--- src/hw/rtl/bsts_pkg.sv ---
// Shared widths and register codes for the stump threshold search.
`timescale 1ns / 1ps

package bsts_pkg;

	localparam int IDX_W     = 16;
	localparam int WGT_W     = 32;
	localparam int SUM_W     = 33;
	localparam int ERR_W     = SUM_W + 2;
	localparam int S_TDATA_W = ((IDX_W + WGT_W + 7) / 8) * 8;
	localparam int M_FIELD_W = SUM_W + IDX_W + 1;
	localparam int M_TDATA_W = ((M_FIELD_W + 7) / 8) * 8;
	localparam int PIPE_DEPTH = 5;

	typedef enum logic [0:0] {
		REG_TOTAL_FACE    = 1'b0,
		REG_TOTAL_NONFACE = 1'b1
	} cfg_reg_t;

endpackage

--- src/hw/rtl/boost_stump_threshold_search.sv ---
// Top level: decision stump threshold search over one feature's sorted samples.
`timescale 1ns / 1ps

// One sample beat is taken every cycle while the input is not stalled. Its effect passes five
// registers (input register, running sums, error terms, clamped error, best tracking); the result
// register is loaded from the clamped error in parallel with best tracking. The rate is set by the
// two feedback loops: the saturating 33-bit running sum and the 33-bit compare against the best
// error so far. Only the beat marked tlast produces a result beat; input stalls only when such a
// result meets an output register that is still full.
// The user writes totals on the cfg port only while no feature is in flight; it is not enforced.
module boost_stump_threshold_search import bsts_pkg::*; (
	input  logic                 clk,
	input  logic                 arst_n,
	input  logic                 cfg_valid,
	output logic                 cfg_ready,
	input  cfg_reg_t             cfg_index,
	input  logic [SUM_W-1:0]     cfg_data,
	input  logic                 s_tvalid,
	output logic                 s_tready,
	input  logic [S_TDATA_W-1:0] s_tdata,   // sample_index[15:0], weight[47:16]
	input  logic                 s_tuser,   // is_face
	input  logic                 s_tlast,
	output logic                 m_tvalid,
	input  logic                 m_tready,
	output logic [M_TDATA_W-1:0] m_tdata    // min_error[32:0], best_sample[48:33], polarity[49], zero pad
);

	logic [SUM_W-1:0] tp_q, tn_q;

	logic vld_s1, vld_s2, vld_s3, vld_s4;
	logic last_s1, last_s2, last_s3, last_s4;
	logic [IDX_W-1:0] idx_s1, idx_s2, idx_s3, idx_s4;
	logic face_s1;
	logic [WGT_W-1:0] wgt_s1;
	logic [SUM_W-1:0] sp_s2, sn_s2;
	logic signed [ERR_W-1:0] left_s3, right_s3;
	logic [SUM_W-1:0] err_s4;
	logic pol_s4;

	logic [SUM_W-1:0] face_sum_q, nonface_sum_q;
	logic [SUM_W-1:0] best_err_q;
	logic [IDX_W-1:0] best_idx_q;
	logic best_pol_q, first_q;

	logic [SUM_W-1:0] out_err_q;
	logic [IDX_W-1:0] out_idx_q;
	logic out_pol_q;

	logic stall, en;
	logic [SUM_W:0] face_add, nonface_add;
	logic [SUM_W-1:0] face_nxt, nonface_nxt;
	logic signed [ERR_W-1:0] left_c, right_c, pick_c;
	logic lt_c;
	logic [SUM_W-1:0] err_c;
	logic take_c;
	logic [SUM_W-1:0] best_err_c;
	logic [IDX_W-1:0] best_idx_c;
	logic best_pol_c;

	assign cfg_ready = 1'b1;
	assign stall     = vld_s4 & last_s4 & m_tvalid & ~m_tready;
	assign en        = ~stall;
	assign s_tready  = en;

	// saturating running sums
	always_comb begin
		face_add    = {1'b0, face_sum_q} + {{(SUM_W + 1 - WGT_W){1'b0}}, wgt_s1};
		nonface_add = {1'b0, nonface_sum_q} + {{(SUM_W + 1 - WGT_W){1'b0}}, wgt_s1};
		face_nxt    = face_sum_q;
		nonface_nxt = nonface_sum_q;
		if (face_s1) begin
			face_nxt = face_add[SUM_W] ? {SUM_W{1'b1}} : face_add[SUM_W-1:0];
		end else begin
			nonface_nxt = nonface_add[SUM_W] ? {SUM_W{1'b1}} : nonface_add[SUM_W-1:0];
		end
	end

	// both error terms, exact and signed
	always_comb begin
		left_c  = $signed({2'b00, sp_s2}) + $signed({2'b00, tn_q}) - $signed({2'b00, sn_s2});
		right_c = $signed({2'b00, sn_s2}) + $signed({2'b00, tp_q}) - $signed({2'b00, sp_s2});
	end

	// polarity and clamp
	always_comb begin
		lt_c   = left_s3 < right_s3;
		pick_c = lt_c ? left_s3 : right_s3;
		if (pick_c[ERR_W-1]) begin
			err_c = '0;
		end else if (|pick_c[ERR_W-2:SUM_W]) begin
			err_c = {SUM_W{1'b1}};
		end else begin
			err_c = pick_c[SUM_W-1:0];
		end
	end

	// first strict minimum
	always_comb begin
		take_c     = first_q | (err_s4 < best_err_q);
		best_err_c = take_c ? err_s4 : best_err_q;
		best_idx_c = take_c ? idx_s4 : best_idx_q;
		best_pol_c = take_c ? pol_s4 : best_pol_q;
	end

	always_ff @(posedge clk or negedge arst_n) begin
		if (!arst_n) begin
			tp_q <= '0;
			tn_q <= '0;
		end else if (cfg_valid) begin
			case (cfg_index)
				REG_TOTAL_FACE:    tp_q <= cfg_data;
				REG_TOTAL_NONFACE: tn_q <= cfg_data;
				default: ;
			endcase
		end
	end

	always_ff @(posedge clk or negedge arst_n) begin
		if (!arst_n) begin
			vld_s1        <= 1'b0;
			vld_s2        <= 1'b0;
			vld_s3        <= 1'b0;
			vld_s4        <= 1'b0;
			face_sum_q    <= '0;
			nonface_sum_q <= '0;
			best_err_q    <= '0;
			best_idx_q    <= '0;
			best_pol_q    <= 1'b0;
			first_q       <= 1'b1;
			m_tvalid      <= 1'b0;
		end else begin
			if (en) begin
				vld_s1 <= s_tvalid;
				vld_s2 <= vld_s1;
				vld_s3 <= vld_s2;
				vld_s4 <= vld_s3;
			end
			if (en && vld_s1) begin
				face_sum_q    <= last_s1 ? '0 : face_nxt;
				nonface_sum_q <= last_s1 ? '0 : nonface_nxt;
			end
			if (en && vld_s4) begin
				if (last_s4) begin
					best_err_q <= '0;
					best_idx_q <= '0;
					best_pol_q <= 1'b0;
					first_q    <= 1'b1;
				end else begin
					best_err_q <= best_err_c;
					best_idx_q <= best_idx_c;
					best_pol_q <= best_pol_c;
					first_q    <= 1'b0;
				end
			end
			if (en && vld_s4 && last_s4) begin
				m_tvalid <= 1'b1;
			end else if (m_tready) begin
				m_tvalid <= 1'b0;
			end
		end
	end

	always_ff @(posedge clk) begin
		if (en) begin
			idx_s1   <= s_tdata[IDX_W-1:0];
			wgt_s1   <= s_tdata[IDX_W+WGT_W-1:IDX_W];
			face_s1  <= s_tuser;
			last_s1  <= s_tlast;
			idx_s2   <= idx_s1;
			last_s2  <= last_s1;
			sp_s2    <= face_nxt;
			sn_s2    <= nonface_nxt;
			idx_s3   <= idx_s2;
			last_s3  <= last_s2;
			left_s3  <= left_c;
			right_s3 <= right_c;
			idx_s4   <= idx_s3;
			last_s4  <= last_s3;
			err_s4   <= err_c;
			pol_s4   <= ~lt_c;
		end
		if (en && vld_s4 && last_s4) begin
			out_err_q <= best_err_c;
			out_idx_q <= best_idx_c;
			out_pol_q <= best_pol_c;
		end
	end

	assign m_tdata = {{(M_TDATA_W - M_FIELD_W){1'b0}}, out_pol_q, out_idx_q, out_err_q};

endmodule

--- config.mk ---
export PLATFORM = sky130hd
export DESIGN_NAME = boost_stump_threshold_search
export DESIGN_NICKNAME = d
export VERILOG_FILES = /design/src/hw/rtl/bsts_pkg.sv /design/src/hw/rtl/boost_stump_threshold_search.sv
export SDC_FILE = /design/constraint.sdc
export NUM_CORES = 1
export LEC_CHECK = 0
export BUFFER_PORTS_ARGS = -buffer_cell sky130_fd_sc_hd__buf_2
export CAP_MARGIN = 20
export CORE_MARGIN = 2
export CORE_UTILIZATION = 56
export DETAILED_ROUTE_END_ITERATION = 8
export PLACE_DENSITY = 0.77
export SETUP_SLACK_MARGIN = 0.1
export SYNTH_ARGS = -nofsm -noshare
export SYNTH_HDL_FRONTEND = slang
export SYNTH_SLANG_ARGS = --single-unit
--- constraint.sdc ---
create_clock -name clk -period 10.49 [get_ports clk]
set_input_delay 1.049 -clock clk [delete_from_list [all_inputs] [get_ports clk]]
set_output_delay 1.049 -clock clk [all_outputs]
set_load 0.02 [all_outputs]
==> run summary <==
Reg2Reg Depth = 12
Nets = 3329
Total GRT Usage = 0.242
Vias per std cell = 5.79
Mapped Area = 29900 sq um
Share of cells above drive strength 1 = 0.107
Rel. slew slack = 0.268
FP Rows = 84
HPWL Detailed = 49.4 mm
Wire per inst = 18.1 um
CTS tree = yes
Setup TNS = 0 ns
Yosys reg bits = 509
Clock power frac = 0.158
Most frequent cell on the critical path = a21oi_1
Total die area = 55300 sq um
Slew Viols, Final = 0
Terminus of the critical flop-to-flop path = right_s3[33]$_DFFE_PN_
Postcts setup bufs = 0
Core area = 52700 sq um
RSZ-0062 raised after global routing = no
Total congestion overflow = 0
Pre-CTS setup slack = 6.35 ns
Final setup vio count = 0
Critical Path RT = 10.83 ns
Primary FF master, synth = edfxtp_1
Clock Path Buffers = 3
Power Total = 12.6 mW
Die W = 235 um
Post-CTS sizing = 0
Area Growth Syn to Fin = 10.6%
Cell at the slowest stage of the critical path = a2111oi_0
Hold endpoint = idx_s4[7]$_DFFE_PN_
Total of max-cap violations = 0
Setup Crit Path Kind = flip-flop to flip-flop
Initial antenna violation count = 0
Htree depth = 2
Logic pwr share = 0.547
DRC Markers = 0
Root Driver = clkbuf_16
Number of synthesized flops with an enable pin = 321
Critical Path AT = 4.49 ns
Period utilization = 0.395
Multi-input gate area = 13700 sq um
First DRT Iteration DRCs = 1550
Pwr dens = 382 nW/um^2
Synth warn = 0
Cells along the critical path = fa_1 > inv_1 > ha_1 > a2111oi_0 > a21oi_1 > a41o_1 > a221o_1 > a21oi_1 > o21ai_0 > nor3_1 > o41ai_1 > xor2_1
Worst slew pin tran = 1.10 ns
Crit path from = sp_s2[6]$_DFFE_PN_
Antenna diodes = 0
Crit path time final = 4.14 ns
Initial core utilization = 0.568
Worst Setup Slack, final = 6.35 ns
Avg Cell Area, Syn = 10.4 sq um
Sequential-to-total area share from yosys stat = 0.479
Commonest non-fill, non-tap cell in the layout = inv_1
Final worst clock skew = 0.0269 ns
Cell count after synthesis = 2883
Cts bufs inserted = 52
Reg2Reg Setup Slack = 6.35 ns
Layout fillers = 4057
I/O pins = 148
Worst hold path class = flip-flop to flip-flop
Setup crit start kind = flip-flop
Power Internal = 7.28 mW
Hold buffers post-CTS = 0
Hold path start = idx_s3[7]$_DFFE_PN_
Die Y = 235 um
Hold path cells = 0
Gp weighted congestion = 0.966
Port bufs = 140
Final hold violations = 0
First drt pass iteration count = 6
Clock-pin slew on the worst setup and hold paths = 0.06 ns
Routed Antenna Nets = 0
First-pass GRT wire length = 109 mm
FF+latch area = 14300 sq um
Worst Hold Slack = 0.416 ns
Vias in the first global route = 21158
Flop pwr share = 0.294
Via Count = 21441
Largest net degree at the start of global routing = 104
Switch share = 0.424
Max incr delay on CP = 0.57 ns
Most frequent cells in the layout = 381 x inv_1, 321 x edfxtp_1, 251 x o21ai_0
Leakage = 15.0 nW
Fmax = 242 MHz
Net load switching power = 5.36 mW
Worst vdd ir = 0.233 mV
Netlist cell types = 73
CP endpoint kind = flip-flop
Routed WL = 67.1 mm
Sink count of the clock tree = 509
Post-synthesis async set-or-reset flop share = 0.369
Status = finished clean
Worst Path Max Fanout = 5
Worst r2r src = sp_s2[6]$_DFFE_PN_
Clk_lat worst skew = 0.61 ns
worst max path at each step:
stage | end | slack, ns | depth (start not counted)
6_report | right_s3[33]$_DFFE_PN_ | 6.35 | 12
5_1_grt | face_sum_q[1]$_DFFE_PN0P_ | 6.12 | 11
2_1_floorplan | face_sum_q[14]$_DFFE_PN0P_ | 3.10 | 6
4_1_cts | right_s3[33]$_DFFE_PN_ | 6.47 | 12
3_5_place_dp | nonface_sum_q[6]$_DFFE_PN0P_ | 6.35 | 8
3_3_place_gp | face_sum_q[4]$_DFFE_PN0P_ | 6.47 | 8
power by group through the flow:
stage / Clock (mW) / Combinational (mW) / Sequential, mW
after floorplan: 0 / 5.24 / 3.65
after global placement: 0 / 6.59 / 3.72
after detailed placement: 0 / 6.79 / 3.76
after CTS: 2.04 / 6.83 / 3.73
after global routing: 2.12 / 7.75 / 3.80
final: 2.00 / 6.92 / 3.72
critical path: cells and delay by family, from the launching register on:
| kind | cells | cell delay (ns) |
|---|---|---|
| compound gates | 7 | 2.07 |
| xor+xnor | 1 | 0.16 |
| fa+ha+maj | 2 | 0.93 |
| buf+inv | 1 | 0.05 |
| flops | 1 | 0.44 |
| simple gates | 1 | 0.23 |
cell usage after synthesis (all sizes together), types with 10 or more instances:
master / number / area [sq um]
buf: 27 / 151
a31oi: 31 / 209
o211ai: 12 / 90.1
dfrtp: 187 / 4680
nand4: 21 / 131
nor3: 24 / 120
a21o: 79 / 593
xor2: 39 / 342
o21ai: 262 / 1310
a21oi: 166 / 842
nand2: 232 / 871
a22o: 25 / 219
mux2i: 35 / 350
nor2b: 16 / 100
nand2b: 14 / 87.6
o311ai: 50 / 438
nor4: 11 / 68.8
a211oi: 24 / 180
nand4b: 50 / 438
nand3: 27 / 135
fa: 68 / 1360
o21a: 20 / 150
clkbuf: 106 / 398
a2bb2oi: 10 / 87.6
mux2: 43 / 484
and3: 13 / 82.6
o21bai: 48 / 360
nor2: 175 / 657
ha: 198 / 2480
xnor2: 67 / 587
inv: 382 / 1430
edfxtp: 321 / 9640
per-stage QoR:
stage	area, sq um	instances	util
global placement	31200	3607	0.592
finish	33100	3705	0.629
detailed placement	31200	3607	0.592
global route	33100	3705	0.629
CTS	33100	3704	0.628
floorplan	30000	2888	-
cell type report:
type	instances	area share
Timing Repair Buffer	165	0.0277
Inverter	382	0.0433
Clock buffer	70	0.0453
Sequential cell	509	0.433
Tap cell	688	0.0260
Clock inverter	27	0.0119
Multi-Input combinational cell	1864	0.413
sequential cells by signal (all words and copies together) (netlist names), 32 cells and up:
register       cells
left_s3           35
tn_q              33
wgt_s1            32
err_s4            33
tp_q              33
right_s3          35
out_err_q         33
sn_s2             33
face_sum_q        33
best_err_q        33
sp_s2             33
nonface_sum_q     33
layer usage:
layer	vias up	routed length (um)	global-route usage
met5	-	0	0
met4	0	2000	0.0804
met3	136	3660	0.0311
met2	647	31700	0.401
met1	10259	29800	0.332
li1	10399	-	-
logic make-up (layout without fill, tap and decap cells):
logic type	Yosys count	in the layout	synth area share
AO/OA/AOI/OAI	797	797	0.171
multiplexers	78	78	0.0279
other	2	7	0.000251
AND/OR/NAND/NOR	610	610	0.0966
adder cells (fa/ha/maj)	266	266	0.128
flip-flops	509	509	0.479
XOR/XNOR	106	106	0.0310
buffers and inverters	515	644	0.0663
(Power assumes the default switching activity.)
